[src/pss_pkg.sv]
package pss_pkg;

  localparam int DEPTH      = 16;
  localparam int ITEM_WIDTH = 32;

  localparam int IDX_W = $clog2(DEPTH);
  localparam int CNT_W = $clog2(DEPTH + 1);

  // field widths of the channels
  localparam int MODE_W = 3;
  localparam int POS_W  = 5;
  localparam int VAL_W  = 32;
  localparam int FIDX_W = 4;
  localparam int RCNT_W = 5;
  localparam int ICNT_W = 5;

  typedef enum logic [MODE_W-1:0] {
    MODE_INSERT_AT     = 3'd0,
    MODE_SORTED_INSERT = 3'd1,
    MODE_ERASE_AT      = 3'd2,
    MODE_REMOVE_ALL    = 3'd3,
    MODE_GET           = 3'd4,
    MODE_SET           = 3'd5,
    MODE_FIND          = 3'd6
  } mode_t;

endpackage

[src/pss_if.sv]
interface pss_in_if;
  import pss_pkg::*;

  logic              valid;
  logic              ready;
  logic [MODE_W-1:0] mode;
  logic [POS_W-1:0]  position;
  logic [VAL_W-1:0]  item_value;

  modport source (output valid, output mode, output position, output item_value, input ready);
  modport sink   (input valid, input mode, input position, input item_value, output ready);
endinterface

interface pss_out_if;
  import pss_pkg::*;

  logic              valid;
  logic              ready;
  logic              ok;
  logic [VAL_W-1:0]  read_item;
  logic [FIDX_W-1:0] found_index;
  logic [RCNT_W-1:0] removed_count;
  logic [ICNT_W-1:0] item_count;

  modport source (output valid, output ok, output read_item, output found_index,
                  output removed_count, output item_count, input ready);
  modport sink   (input valid, input ok, input read_item, input found_index,
                  input removed_count, input item_count, output ready);
endinterface

[src/positional_sequence_store.sv]
// channel  | dir | beat payload
// in_ch    | in  | mode, position, item_value
// out_ch   | out | ok, read_item, found_index, removed_count, item_count
//
// one operation at a time; a beat is taken only while the sequencer is idle
// an operation walks up to 16 slots in ST_RUN, then loads its result in ST_FIN,
// which waits for a free output register; the next beat is taken back in ST_IDLE
// one shared slot read port and one write port
// rst_n is synchronous: count and control clear, slot contents are left as is
// a result waits in the output register; a new input beat is taken meanwhile,
// the next result is held back until the output register is free
module positional_sequence_store (
  input  logic       clk,
  input  logic       rst_n,
  pss_in_if.sink     in_ch,
  pss_out_if.source  out_ch
);
  import pss_pkg::*;

  typedef enum logic [1:0] {ST_IDLE, ST_RUN, ST_FIN} state_t;

  state_t state_r, state_nxt;
  logic [MODE_W-1:0]     op_r, op_nxt;
  logic [POS_W-1:0]      pos_r, pos_nxt;
  logic [ITEM_WIDTH-1:0] val_r, val_nxt;
  logic [CNT_W-1:0]      cnt_r, cnt_nxt;
  logic                  okq_r, okq_nxt;
  logic [CNT_W-1:0]      rp_r, rp_nxt;
  logic [CNT_W-1:0]      rleft_r, rleft_nxt;
  logic                  rvld_r, rvld_nxt;
  logic [IDX_W-1:0]      rtag_r, rtag_nxt;
  logic [CNT_W-1:0]      wp_r, wp_nxt;
  logic                  hit_r, hit_nxt;
  logic [IDX_W-1:0]      hidx_r, hidx_nxt;
  logic [ITEM_WIDTH-1:0] carry_r, carry_nxt;

  logic                  ov_r, ov_nxt;
  logic                  ook_r, ook_nxt;
  logic [VAL_W-1:0]      ord_r, ord_nxt;
  logic [FIDX_W-1:0]     ofidx_r, ofidx_nxt;
  logic [RCNT_W-1:0]     orcnt_r, orcnt_nxt;
  logic [ICNT_W-1:0]     ocnt_r, ocnt_nxt;

  logic [ITEM_WIDTH-1:0] slots_mem [DEPTH];
  logic [ITEM_WIDTH-1:0] rdat_r;
  logic                  mem_we, mem_re;
  logic [IDX_W-1:0]      mem_waddr, mem_raddr;
  logic [ITEM_WIDTH-1:0] mem_wdata;
  logic                  drop;

  localparam logic [CNT_W-1:0] DEPTH_C = CNT_W'(DEPTH);

  assign in_ch.ready          = (state_r == ST_IDLE);
  assign out_ch.valid         = ov_r;
  assign out_ch.ok            = ook_r;
  assign out_ch.read_item     = ord_r;
  assign out_ch.found_index   = ofidx_r;
  assign out_ch.removed_count = orcnt_r;
  assign out_ch.item_count    = ocnt_r;

  always_comb begin
    state_nxt = state_r;
    op_nxt    = op_r;
    pos_nxt   = pos_r;
    val_nxt   = val_r;
    cnt_nxt   = cnt_r;
    okq_nxt   = okq_r;
    rp_nxt    = rp_r;
    rleft_nxt = rleft_r;
    rvld_nxt  = 1'b0;
    rtag_nxt  = rtag_r;
    wp_nxt    = wp_r;
    hit_nxt   = hit_r;
    hidx_nxt  = hidx_r;
    carry_nxt = carry_r;
    ov_nxt    = ov_r;
    ook_nxt   = ook_r;
    ord_nxt   = ord_r;
    ofidx_nxt = ofidx_r;
    orcnt_nxt = orcnt_r;
    ocnt_nxt  = ocnt_r;
    mem_we    = 1'b0;
    mem_waddr = '0;
    mem_wdata = '0;
    mem_re    = 1'b0;
    mem_raddr = '0;
    drop      = 1'b0;

    if (ov_r && out_ch.ready) begin
      ov_nxt = 1'b0;
    end

    case (state_r)
      ST_IDLE: begin
        if (in_ch.valid) begin
          op_nxt    = in_ch.mode;
          pos_nxt   = in_ch.position;
          val_nxt   = in_ch.item_value[ITEM_WIDTH-1:0];
          hit_nxt   = 1'b0;
          hidx_nxt  = '0;
          rp_nxt    = '0;
          rleft_nxt = '0;
          wp_nxt    = '0;
          okq_nxt   = 1'b0;
          state_nxt = ST_RUN;
          case (in_ch.mode)
            MODE_INSERT_AT: begin
              if (in_ch.position <= cnt_r && cnt_r < DEPTH_C) begin
                okq_nxt   = 1'b1;
                rp_nxt    = in_ch.position;
                rleft_nxt = cnt_r - in_ch.position;
              end
            end
            MODE_SORTED_INSERT: begin
              if (cnt_r < DEPTH_C) begin
                okq_nxt   = 1'b1;
                rleft_nxt = cnt_r;
              end
            end
            MODE_ERASE_AT: begin
              if (in_ch.position < cnt_r) begin
                okq_nxt   = 1'b1;
                rp_nxt    = in_ch.position;
                wp_nxt    = in_ch.position;
                rleft_nxt = cnt_r - in_ch.position;
              end
            end
            MODE_REMOVE_ALL: begin
              okq_nxt   = 1'b1;
              rleft_nxt = cnt_r;
            end
            MODE_GET: begin
              if (in_ch.position < cnt_r) begin
                okq_nxt   = 1'b1;
                rp_nxt    = in_ch.position;
                rleft_nxt = CNT_W'(1);
              end
            end
            MODE_SET: begin
              okq_nxt = (in_ch.position < cnt_r);
            end
            MODE_FIND: begin
              okq_nxt   = 1'b1;
              rleft_nxt = cnt_r;
            end
            default: ;
          endcase
        end
      end

      ST_RUN: begin
        // issue one slot read per cycle, handle the slot read last cycle
        if (rleft_r != '0) begin
          mem_re    = 1'b1;
          mem_raddr = rp_r[IDX_W-1:0];
          rp_nxt    = rp_r + CNT_W'(1);
          rleft_nxt = rleft_r - CNT_W'(1);
          rvld_nxt  = 1'b1;
          rtag_nxt  = rp_r[IDX_W-1:0];
        end
        if (rvld_r) begin
          case (op_r)
            MODE_INSERT_AT, MODE_SORTED_INSERT: begin
              // after the insertion point every slot moves up by one
              if (hit_r) begin
                mem_we    = 1'b1;
                mem_waddr = rtag_r;
                mem_wdata = carry_r;
                carry_nxt = rdat_r;
              end else if (op_r == MODE_INSERT_AT || val_r <= rdat_r) begin
                mem_we    = 1'b1;
                mem_waddr = rtag_r;
                mem_wdata = val_r;
                carry_nxt = rdat_r;
                hit_nxt   = 1'b1;
              end
            end
            MODE_ERASE_AT, MODE_REMOVE_ALL: begin
              // compact: kept slots are written back at the write pointer
              drop = (op_r == MODE_ERASE_AT) ? (rtag_r == pos_r[IDX_W-1:0])
                                             : (rdat_r == val_r);
              if (!drop) begin
                mem_we    = 1'b1;
                mem_waddr = wp_r[IDX_W-1:0];
                mem_wdata = rdat_r;
                wp_nxt    = wp_r + CNT_W'(1);
              end
            end
            MODE_GET: begin
              carry_nxt = rdat_r;
            end
            MODE_FIND: begin
              if (!hit_r && rdat_r == val_r) begin
                hit_nxt  = 1'b1;
                hidx_nxt = rtag_r;
              end
            end
            default: ;
          endcase
        end
        if (rleft_r == '0 && !rvld_r) begin
          state_nxt = ST_FIN;
        end
      end

      ST_FIN: begin
        if (!ov_r || out_ch.ready) begin
          state_nxt = ST_IDLE;
          ov_nxt    = 1'b1;
          ook_nxt   = okq_r;
          ord_nxt   = '0;
          ofidx_nxt = '0;
          orcnt_nxt = '0;
          if (okq_r) begin
            case (op_r)
              MODE_INSERT_AT, MODE_SORTED_INSERT: begin
                mem_we    = 1'b1;
                mem_waddr = cnt_r[IDX_W-1:0];
                mem_wdata = hit_r ? carry_r : val_r;
                cnt_nxt   = cnt_r + CNT_W'(1);
              end
              MODE_ERASE_AT: begin
                cnt_nxt = wp_r;
              end
              MODE_REMOVE_ALL: begin
                cnt_nxt   = wp_r;
                orcnt_nxt = RCNT_W'(cnt_r - wp_r);
              end
              MODE_GET: begin
                ord_nxt = VAL_W'(carry_r);
              end
              MODE_SET: begin
                mem_we    = 1'b1;
                mem_waddr = pos_r[IDX_W-1:0];
                mem_wdata = val_r;
              end
              MODE_FIND: begin
                ook_nxt   = hit_r;
                ofidx_nxt = FIDX_W'(hidx_r);
              end
              default: ;
            endcase
          end
          ocnt_nxt = ICNT_W'(cnt_nxt);
        end
      end

      default: state_nxt = ST_IDLE;
    endcase
  end

  always_ff @(posedge clk) begin
    if (mem_we) begin
      slots_mem[mem_waddr] <= mem_wdata;
    end
    if (mem_re) begin
      rdat_r <= slots_mem[mem_raddr];
    end
  end

  always_ff @(posedge clk) begin
    op_r    <= op_nxt;
    pos_r   <= pos_nxt;
    val_r   <= val_nxt;
    okq_r   <= okq_nxt;
    rp_r    <= rp_nxt;
    rtag_r  <= rtag_nxt;
    wp_r    <= wp_nxt;
    hit_r   <= hit_nxt;
    hidx_r  <= hidx_nxt;
    carry_r <= carry_nxt;
    ook_r   <= ook_nxt;
    ord_r   <= ord_nxt;
    ofidx_r <= ofidx_nxt;
    orcnt_r <= orcnt_nxt;
    ocnt_r  <= ocnt_nxt;
    if (!rst_n) begin
      state_r <= ST_IDLE;
      cnt_r   <= '0;
      rleft_r <= '0;
      rvld_r  <= 1'b0;
      ov_r    <= 1'b0;
    end else begin
      state_r <= state_nxt;
      cnt_r   <= cnt_nxt;
      rleft_r <= rleft_nxt;
      rvld_r  <= rvld_nxt;
      ov_r    <= ov_nxt;
    end
  end

  a_cnt_bound: assert property (@(posedge clk) disable iff (!rst_n)
    cnt_r <= DEPTH_C)
    else $error("held count above depth");

  a_beat_tag: assert property (@(posedge clk) disable iff (!rst_n)
    rvld_r |-> ({1'b0, rtag_r} < cnt_r))
    else $error("slot read beyond held items");

  a_wp_behind: assert property (@(posedge clk) disable iff (!rst_n)
    (rvld_r && (op_r == MODE_ERASE_AT || op_r == MODE_REMOVE_ALL))
      |-> (wp_r <= {1'b0, rtag_r}))
    else $error("compaction write pointer passed read pointer");

  a_load_from_fin: assert property (@(posedge clk) disable iff (!rst_n)
    $rose(ov_r) |-> $past(state_r == ST_FIN))
    else $error("result loaded outside final step");

endmodule
[src/flat_wrapper.sv]
// flat-port wrapper written by rule: the top's interface ports become plain ports
module positional_sequence_store_flat import pss_pkg::*;
  (clk, rst_n, in_ch_valid, in_ch_mode, in_ch_position, in_ch_item_value, in_ch_ready, out_ch_valid, out_ch_ok, out_ch_read_item, out_ch_found_index, out_ch_removed_count, out_ch_item_count, out_ch_ready);
  pss_in_if in_ch_i ();
  pss_out_if out_ch_i ();
  input  logic clk;
  input  logic rst_n;
  input wire logic [$bits(in_ch_i.valid)-1:0] in_ch_valid;
  input wire logic [$bits(in_ch_i.mode)-1:0] in_ch_mode;
  input wire logic [$bits(in_ch_i.position)-1:0] in_ch_position;
  input wire logic [$bits(in_ch_i.item_value)-1:0] in_ch_item_value;
  output wire logic [$bits(in_ch_i.ready)-1:0] in_ch_ready;
  output wire logic [$bits(out_ch_i.valid)-1:0] out_ch_valid;
  output wire logic [$bits(out_ch_i.ok)-1:0] out_ch_ok;
  output wire logic [$bits(out_ch_i.read_item)-1:0] out_ch_read_item;
  output wire logic [$bits(out_ch_i.found_index)-1:0] out_ch_found_index;
  output wire logic [$bits(out_ch_i.removed_count)-1:0] out_ch_removed_count;
  output wire logic [$bits(out_ch_i.item_count)-1:0] out_ch_item_count;
  input wire logic [$bits(out_ch_i.ready)-1:0] out_ch_ready;
  assign in_ch_i.valid = in_ch_valid;
  assign in_ch_i.mode = in_ch_mode;
  assign in_ch_i.position = in_ch_position;
  assign in_ch_i.item_value = in_ch_item_value;
  assign in_ch_ready = in_ch_i.ready;
  assign out_ch_valid = out_ch_i.valid;
  assign out_ch_ok = out_ch_i.ok;
  assign out_ch_read_item = out_ch_i.read_item;
  assign out_ch_found_index = out_ch_i.found_index;
  assign out_ch_removed_count = out_ch_i.removed_count;
  assign out_ch_item_count = out_ch_i.item_count;
  assign out_ch_i.ready = out_ch_ready;
  positional_sequence_store u_core (.clk(clk), .rst_n(rst_n), .in_ch(in_ch_i), .out_ch(out_ch_i));
endmodule
[config.mk]
export PLATFORM = sky130hd
export DESIGN_NAME = positional_sequence_store_flat
export DESIGN_NICKNAME = d
export VERILOG_FILES = /design/src/pss_pkg.sv /design/src/pss_if.sv /design/src/positional_sequence_store.sv /design/src/flat_wrapper.sv
export SDC_FILE = /design/constraint.sdc
export NUM_CORES = 1
export LEC_CHECK = 0
export ABC_CLOCK_PERIOD_IN_PS = 7600
export CAP_MARGIN = 20
export CELL_PAD_IN_SITES_DETAIL_PLACEMENT = 0
export CELL_PAD_IN_SITES_GLOBAL_PLACEMENT = 2
export CORE_AREA = 2 2 274 276
export CTS_CLUSTER_DIAMETER = 60
export DETAILED_ROUTE_END_ITERATION = 8
export DIE_AREA = 0 0 276 278
export DONT_BUFFER_PORTS = 1
export HOLD_SLACK_MARGIN = 0.15
export PLACE_DENSITY = 0.66
export SYNTH_ARGS = -nofsm -noshare
export SYNTH_HDL_FRONTEND = slang
export SYNTH_SLANG_ARGS = --single-unit
export TNS_END_PERCENT = 10
[constraint.sdc]
create_clock -name clk -period 7.6 [get_ports clk]
set_clock_uncertainty 0.15 [all_clocks]
set_input_delay 0.76 -clock clk [delete_from_list [all_inputs] [get_ports clk]]
set_output_delay 0.76 -clock clk [all_outputs]
set_load 0.03 [all_outputs]
Word-level counts from Yosys, hierarchy flattened
Memories as Yosys holds them, arrays and structs flattened. A register that Yosys moved wholly into a read port is not among the register bits.
Index checks and enable logic that the tools add are counted.
W data, S select, Z words.
- equality and inequality tests: 28
- bitwise operators: 0
- divide/modulo/power cells: 0
- $lt $le $gt $ge: 4
- multiply operators: 0
- reductions and logical operators: 33
- mux-type cells: 82
- $add $sub $neg: 6
- shift-type cells: 0
- operators with widths (cell ; count):
    $mux W32 ; 9
    $pmux W32 S2 ; 4
    $mux W5 ; 15
    $pmux W5 S2 ; 5
    $mux W4 ; 12
    $eq A32 B32 Y1 ; 1
    $le A32 B32 Y1 ; 1
    $pmux W4 S2 ; 4
    $pmux W5 S5 ; 1
    $mux W1 ; 23
    $eq A3 B3 Y1 const B ; 6
    $add A5 B1 Y5 const B ; 3
    $reduce_and A5 Y1 ; 3
    $eq A3 B2 Y1 const B ; 4
    $ne A2 B1 Y1 const B ; 6
    $reduce_and A2 Y1 ; 6
    $sub A5 B5 Y5 ; 2
    $pmux W1 S2 ; 4
    $reduce_or A2 Y1 ; 4
    $eq A3 B1 Y1 const B ; 2
    $logic_not A3 Y1 ; 2
    $mux W2 ; 3
    $ne A2 B2 Y1 const B ; 3
    $ne A3 B1 Y1 const B ; 2
    20 further kinds ; 28
- bits of input ports: 44
- register bits after elaboration: 152
- memory bits (writable): 512
- memories kept: 1
- bits in latches: 0
- ROM bits: 0
- memories (name ; words ; width ; read ports ; clocked after Yosys merged registers in ; wr ports ; line ; RTL):
    u_core.slots_mem ; 16 ; 32 ; 1 ; 1 ; 1 ; positional_sequence_store.sv:44 ; logic [ITEM_WIDTH-1:0] slots_mem [DEPTH];

Depth between registers and ports, before layout
- depth in word-level cells: 9
- mapped depth: 12
- gate-level depth less buffers: 11

Least setup slack after synthesis
OpenSTA, ideal clock, no wires.
- path type: input port to flip-flop
- start point: input port out_ch_ready
- end point: memory u_core.slots_mem[0][0] (enable)
- cell stages on the path: 8
- path slack: 546 ps
- data required time: 6948 ps
- buffers on the path: 1
- arrival time: 6402 ps
- path through: nor2b_1 -> nor2b_1 -> clkbuf_1 -> nand2_1 -> nor3_1 -> or2_1 -> o211ai_1 -> nor4_1
- word-level cells in the longest chain between the ends: 5
- RTL lines (item ; line ; RTL):
    start, declared ; flat_wrapper.sv:19 ; input wire logic [$bits(out_ch_i.ready)-1:0] out_ch_ready;
    $logic_or A1 B1 Y1 * ; positional_sequence_store.sv:207 ; if (!ov_r || out_ch.ready) begin
    $mux W1 ; positional_sequence_store.sv:207 ;
    $pmux W1 S2 ; positional_sequence_store.sv:93 ; case (state_r)
    $mux W1 ; positional_sequence_store.sv:253 ; if (mem_we) begin
    $mux W1 (implied by the code) ; positional_sequence_store.sv:254 ; slots_mem[mem_waddr] <= mem_wdata;
    end, declared ; positional_sequence_store.sv:44 ;
Every way passes the cells marked *; elsewhere a longest branch is shown, timed or not.

Final worst setup path
- start point: register u_core.val_r[27]
- end point: memory u_core.slots_mem[9][22] (enable)
- word-level cells in the longest chain between the ends: 9
- RTL lines (item ; line ; RTL):
    start, declared ; positional_sequence_store.sv:25 ; logic [ITEM_WIDTH-1:0] val_r, val_nxt;
    start signal, assigned ; positional_sequence_store.sv:264 ; val_r <= val_nxt;
    $le A32 B32 Y1 ; positional_sequence_store.sv:170 ; end else if (op_r == MODE_INSERT_AT || val_r <= rdat_r) begin
    $logic_or A1 B1 Y1 ; positional_sequence_store.sv:170 ;
    $mux W1 ; positional_sequence_store.sv:170 ;
    $mux W1 ; positional_sequence_store.sv:165 ; if (hit_r) begin
    $pmux W1 S2 ; positional_sequence_store.sv:162 ; case (op_r)
    $mux W1 ; positional_sequence_store.sv:161 ; if (rvld_r) begin
    $pmux W1 S2 ; positional_sequence_store.sv:93 ;
    $mux W1 ; positional_sequence_store.sv:253 ;
    $mux W1 (implied by the code) ; positional_sequence_store.sv:254 ;
Parallel ways exist; a longest one is shown, timed or not.

==> run metrics <==
outcome=complete, but fails checks; failing checks=DRC; Worst Setup Slack, final=2.102 ns; worst skew pair latency=0.63 ns; Placed Instances=2,786; sw power=3.334 mW; final setup TNS=0 ns; CTS Buffer Depth=3; yosys warns=0; Routed Antenna Nets=0; CTS tree=built; area after detailed placement=between 30,000 and 40,000 um^2; syn nets=just under 2,000; post-DR wirelength/cell=26.47 um; hold-critical path depth=2; cell internal pwr=7.339 mW; vias in the first global route=16,953; Reg clk slew, reported paths=about 0.06 ns; synthesis-to-finish area growth=15.40%; sequential power share=0.450; FF-to-FF Start=u_core.val_r[27]; Worst EP required=a little under 8 ns; Post-synth EDFFs=between 600 and 700; Final Slew Violations=0; logic gate share of total power=0.216; initial antenna violation count=8; CP arrival=5.65 ns; synth unique cells=69; HP Start=in_ch_position[2]; # rows=100; Top FF cell, synth=edfxtp_1; first-pass GRT wire length=approximately 120 mm; Post-Syn Area per Cell=15.69 um^2; final HPWL from detailed placement=47.69 mm; Iter 0 DRT Violations=roughly 1,500; Final GP Congestion=between 0.8 and 0.9; reg2reg path depth=10; die span in y=278 um; drt pass-1 iters=9; fmax=181.9 MHz; Sw Share=0.3124; drc violations=18; Final min period=5.498 ns; root buf cell=clkbuf_16; Lkg Pwr=10.08 nW; commonest cells after routing, fill and taps aside=edfxtp_1 (681), nor2_1 (186), nand2_1 (96), mux4_2 (96), clkbuf_16 (79); fraction of layout cells with a size suffix above 1=0.1735; Hold/Removal Path Class=input pin to register; Synth top area share=0.6988; Synth Instances=about 1,900; Final Cell Area=33,770 um^2; crit path from=u_core.val_r[27]; fin cells=2,982; PwrDens=316.1 nW/um^2; period utilisation layout=0.7234; RSZ-0062 raised after global routing=no; clock sink count=695; die area=76,730 um^2; fillcell total=6,478; post-synthesis instance area=approximately 29,000 um^2; Hold Vio Cnt, Final=0; cts repair resizes=0; Final #Nets=about 2,000; Slew @ Worst Pin=between 1 and 1.5 ns; most common cell after layout, fill and taps aside=edfxtp_1; crit path launch type=register; max-cap violations=0; Routed WL=78.92 mm; worst-case vdd ir drop=0.1572 mV; Post-Place Setup Slack=2.130 ns; Worst Hold End=u_core.wp_r[2]; top area cells in the synthesized netlist=edfxtp_1 (70%), mux4_2 (7.4%), nor2_1 (2.6%); leading area contributor after synthesis=edfxtp_1; vias=16,923; sequential fraction of the synthesis area=0.7083; Starting Density=0.3964; IO buf count=0; slew margin rel.=0.2616; vias per cell=5.675; CP Max Fanout=22; setup violators final=0; chip width=276 um; Clock Power Share=0.334; Core Area=73,820 um^2; GR Overflow Total=0; gr usage total=0.2058; TritonCTS buffer count=78; ys async rst share=0; io pins=93; CP endpoint kind=register; number of synthesized register bits=about 700; R2R Path End=u_core.slots_mem[9][22]; CTS HTree Levels=3; critical path type=register to register; largest net degree at the start of global routing=between 100 and 150; final total power=10.67 mW; R2R Setup Slk=2.10 ns
-- power groups by stage --
stage               clock network, mW  registers, mW  logic (mW)
floorplan                           0           4.79        1.57
global placement                    0           4.88        2.30
detailed placement                  0           4.89        2.31
CTS                              3.65           4.81        2.34
global route                     3.80           4.83        2.52
finish                           3.56           4.81        2.31
-- worst max-delay path, stage by stage (launching register included) --
cell and delay (ns):
edfxtp_1 0.42, ha_1 0.35, nand4_1 0.20, nor4_1 0.68
nand3b_1 0.19, a311oi_1 0.45, nor3_2 0.17, a222oi_1 0.57
o2111ai_1 0.67, nor2_4 0.93, buf_4 0.36
-- Yosys cell counts (4+ instances only) --
cell type and instances:
mux2i_1 37, o21ai_0 62, mux2_2 31, nand4_1 8
and3_1 5, nor3_1 11, nand2_1 100, buf_2 6
or3_1 4, dfxtp_1 14, edfxtp_1 681, o21ai_1 4
clkbuf_1 85, inv_1 57, nand2b_1 8, nand3_1 13
a22o_1 36, nor2_1 201, a21oi_1 69, a221oi_1 34
and2_1 48, xor2_1 7, buf_1 15, xnor2_1 10
mux4_2 96, a22oi_1 34, nor2b_1 16, ha_1 49
a31oi_1 66
-- metrics by stage --
stage	utilization	hold WS, ns
6_report	0.4575	0.1910
5_1_grt	0.4574	0.1879
4_1_cts	0.4552	0.1580
3_5_place_dp	0.4172	0.3167
3_3_place_gp	0.4152	0.3064
2_1_floorplan	-	0.2744
-- per-layer routing --
layer	global-route usage	vias to the layer above	part of all wire	wire (um)
li1	-	7482	-	-
met1	0.2936	8750	0.45	35760
met2	0.3239	564	0.46	36360
met3	0.04038	119	0.066	5241
met4	0.05436	8	0.019	1504
met5	0	-	0.00072	57
-- state kept, by name, summed over array words and instances (netlist names), 5 cells and up --
name                         cells
u_core.slots_mem               512
u_core.carry_r                  32
u_core.out_ch.read_item         32
u_core.rdat_r                   32
u_core.val_r                    32
u_core.cnt_r                     5
u_core.out_ch.item_count         5
u_core.out_ch.removed_count      5
u_core.rleft_r                   5
u_core.wp_r                      5
-- cell type report --
class,instances,area (um^2),share of cell area
diodes,1,2.502,0.00007410
clock buffers,96,2041,0.06043
clock inverters,43,362.8,0.01074
inverters,58,217.7,0.006447
multi-input cells,1006,8118,0.2404
flip-flops and latches,695,20730,0.6138
well taps,969,1212,0.03590
repair buffers,114,1087,0.03220
-- kinds of logic after synthesis --
logic type | Yosys count | synth area share
buf+inv | 164 | 0.02129
mux | 164 | 0.09846
flops | 695 | 0.7083
compound gates | 339 | 0.07708
simple gates | 435 | 0.06742
fa+ha+maj | 51 | 0.02232
xor+xnor | 17 | 0.005088
-- timing repair --
action,CTS,global route
hold endpoints to repair,53,0
hold buffers,40,0
buffers inserted,0,0
-- worst max-delay path by stage --
stage,endpoint,slack (ns),cells past startpoint
floorplan,u_core.slots_mem[0][0],0.55,8
global placement,u_core.slots_mem[11][23],2.25,10
detailed placement,u_core.slots_mem[8][25],2.13,10
CTS,u_core.slots_mem[8][24],2.09,10
global route,u_core.slots_mem[8][25],1.77,10
finish,u_core.slots_mem[9][22],2.10,10
(Power assumes the default switching activity.)
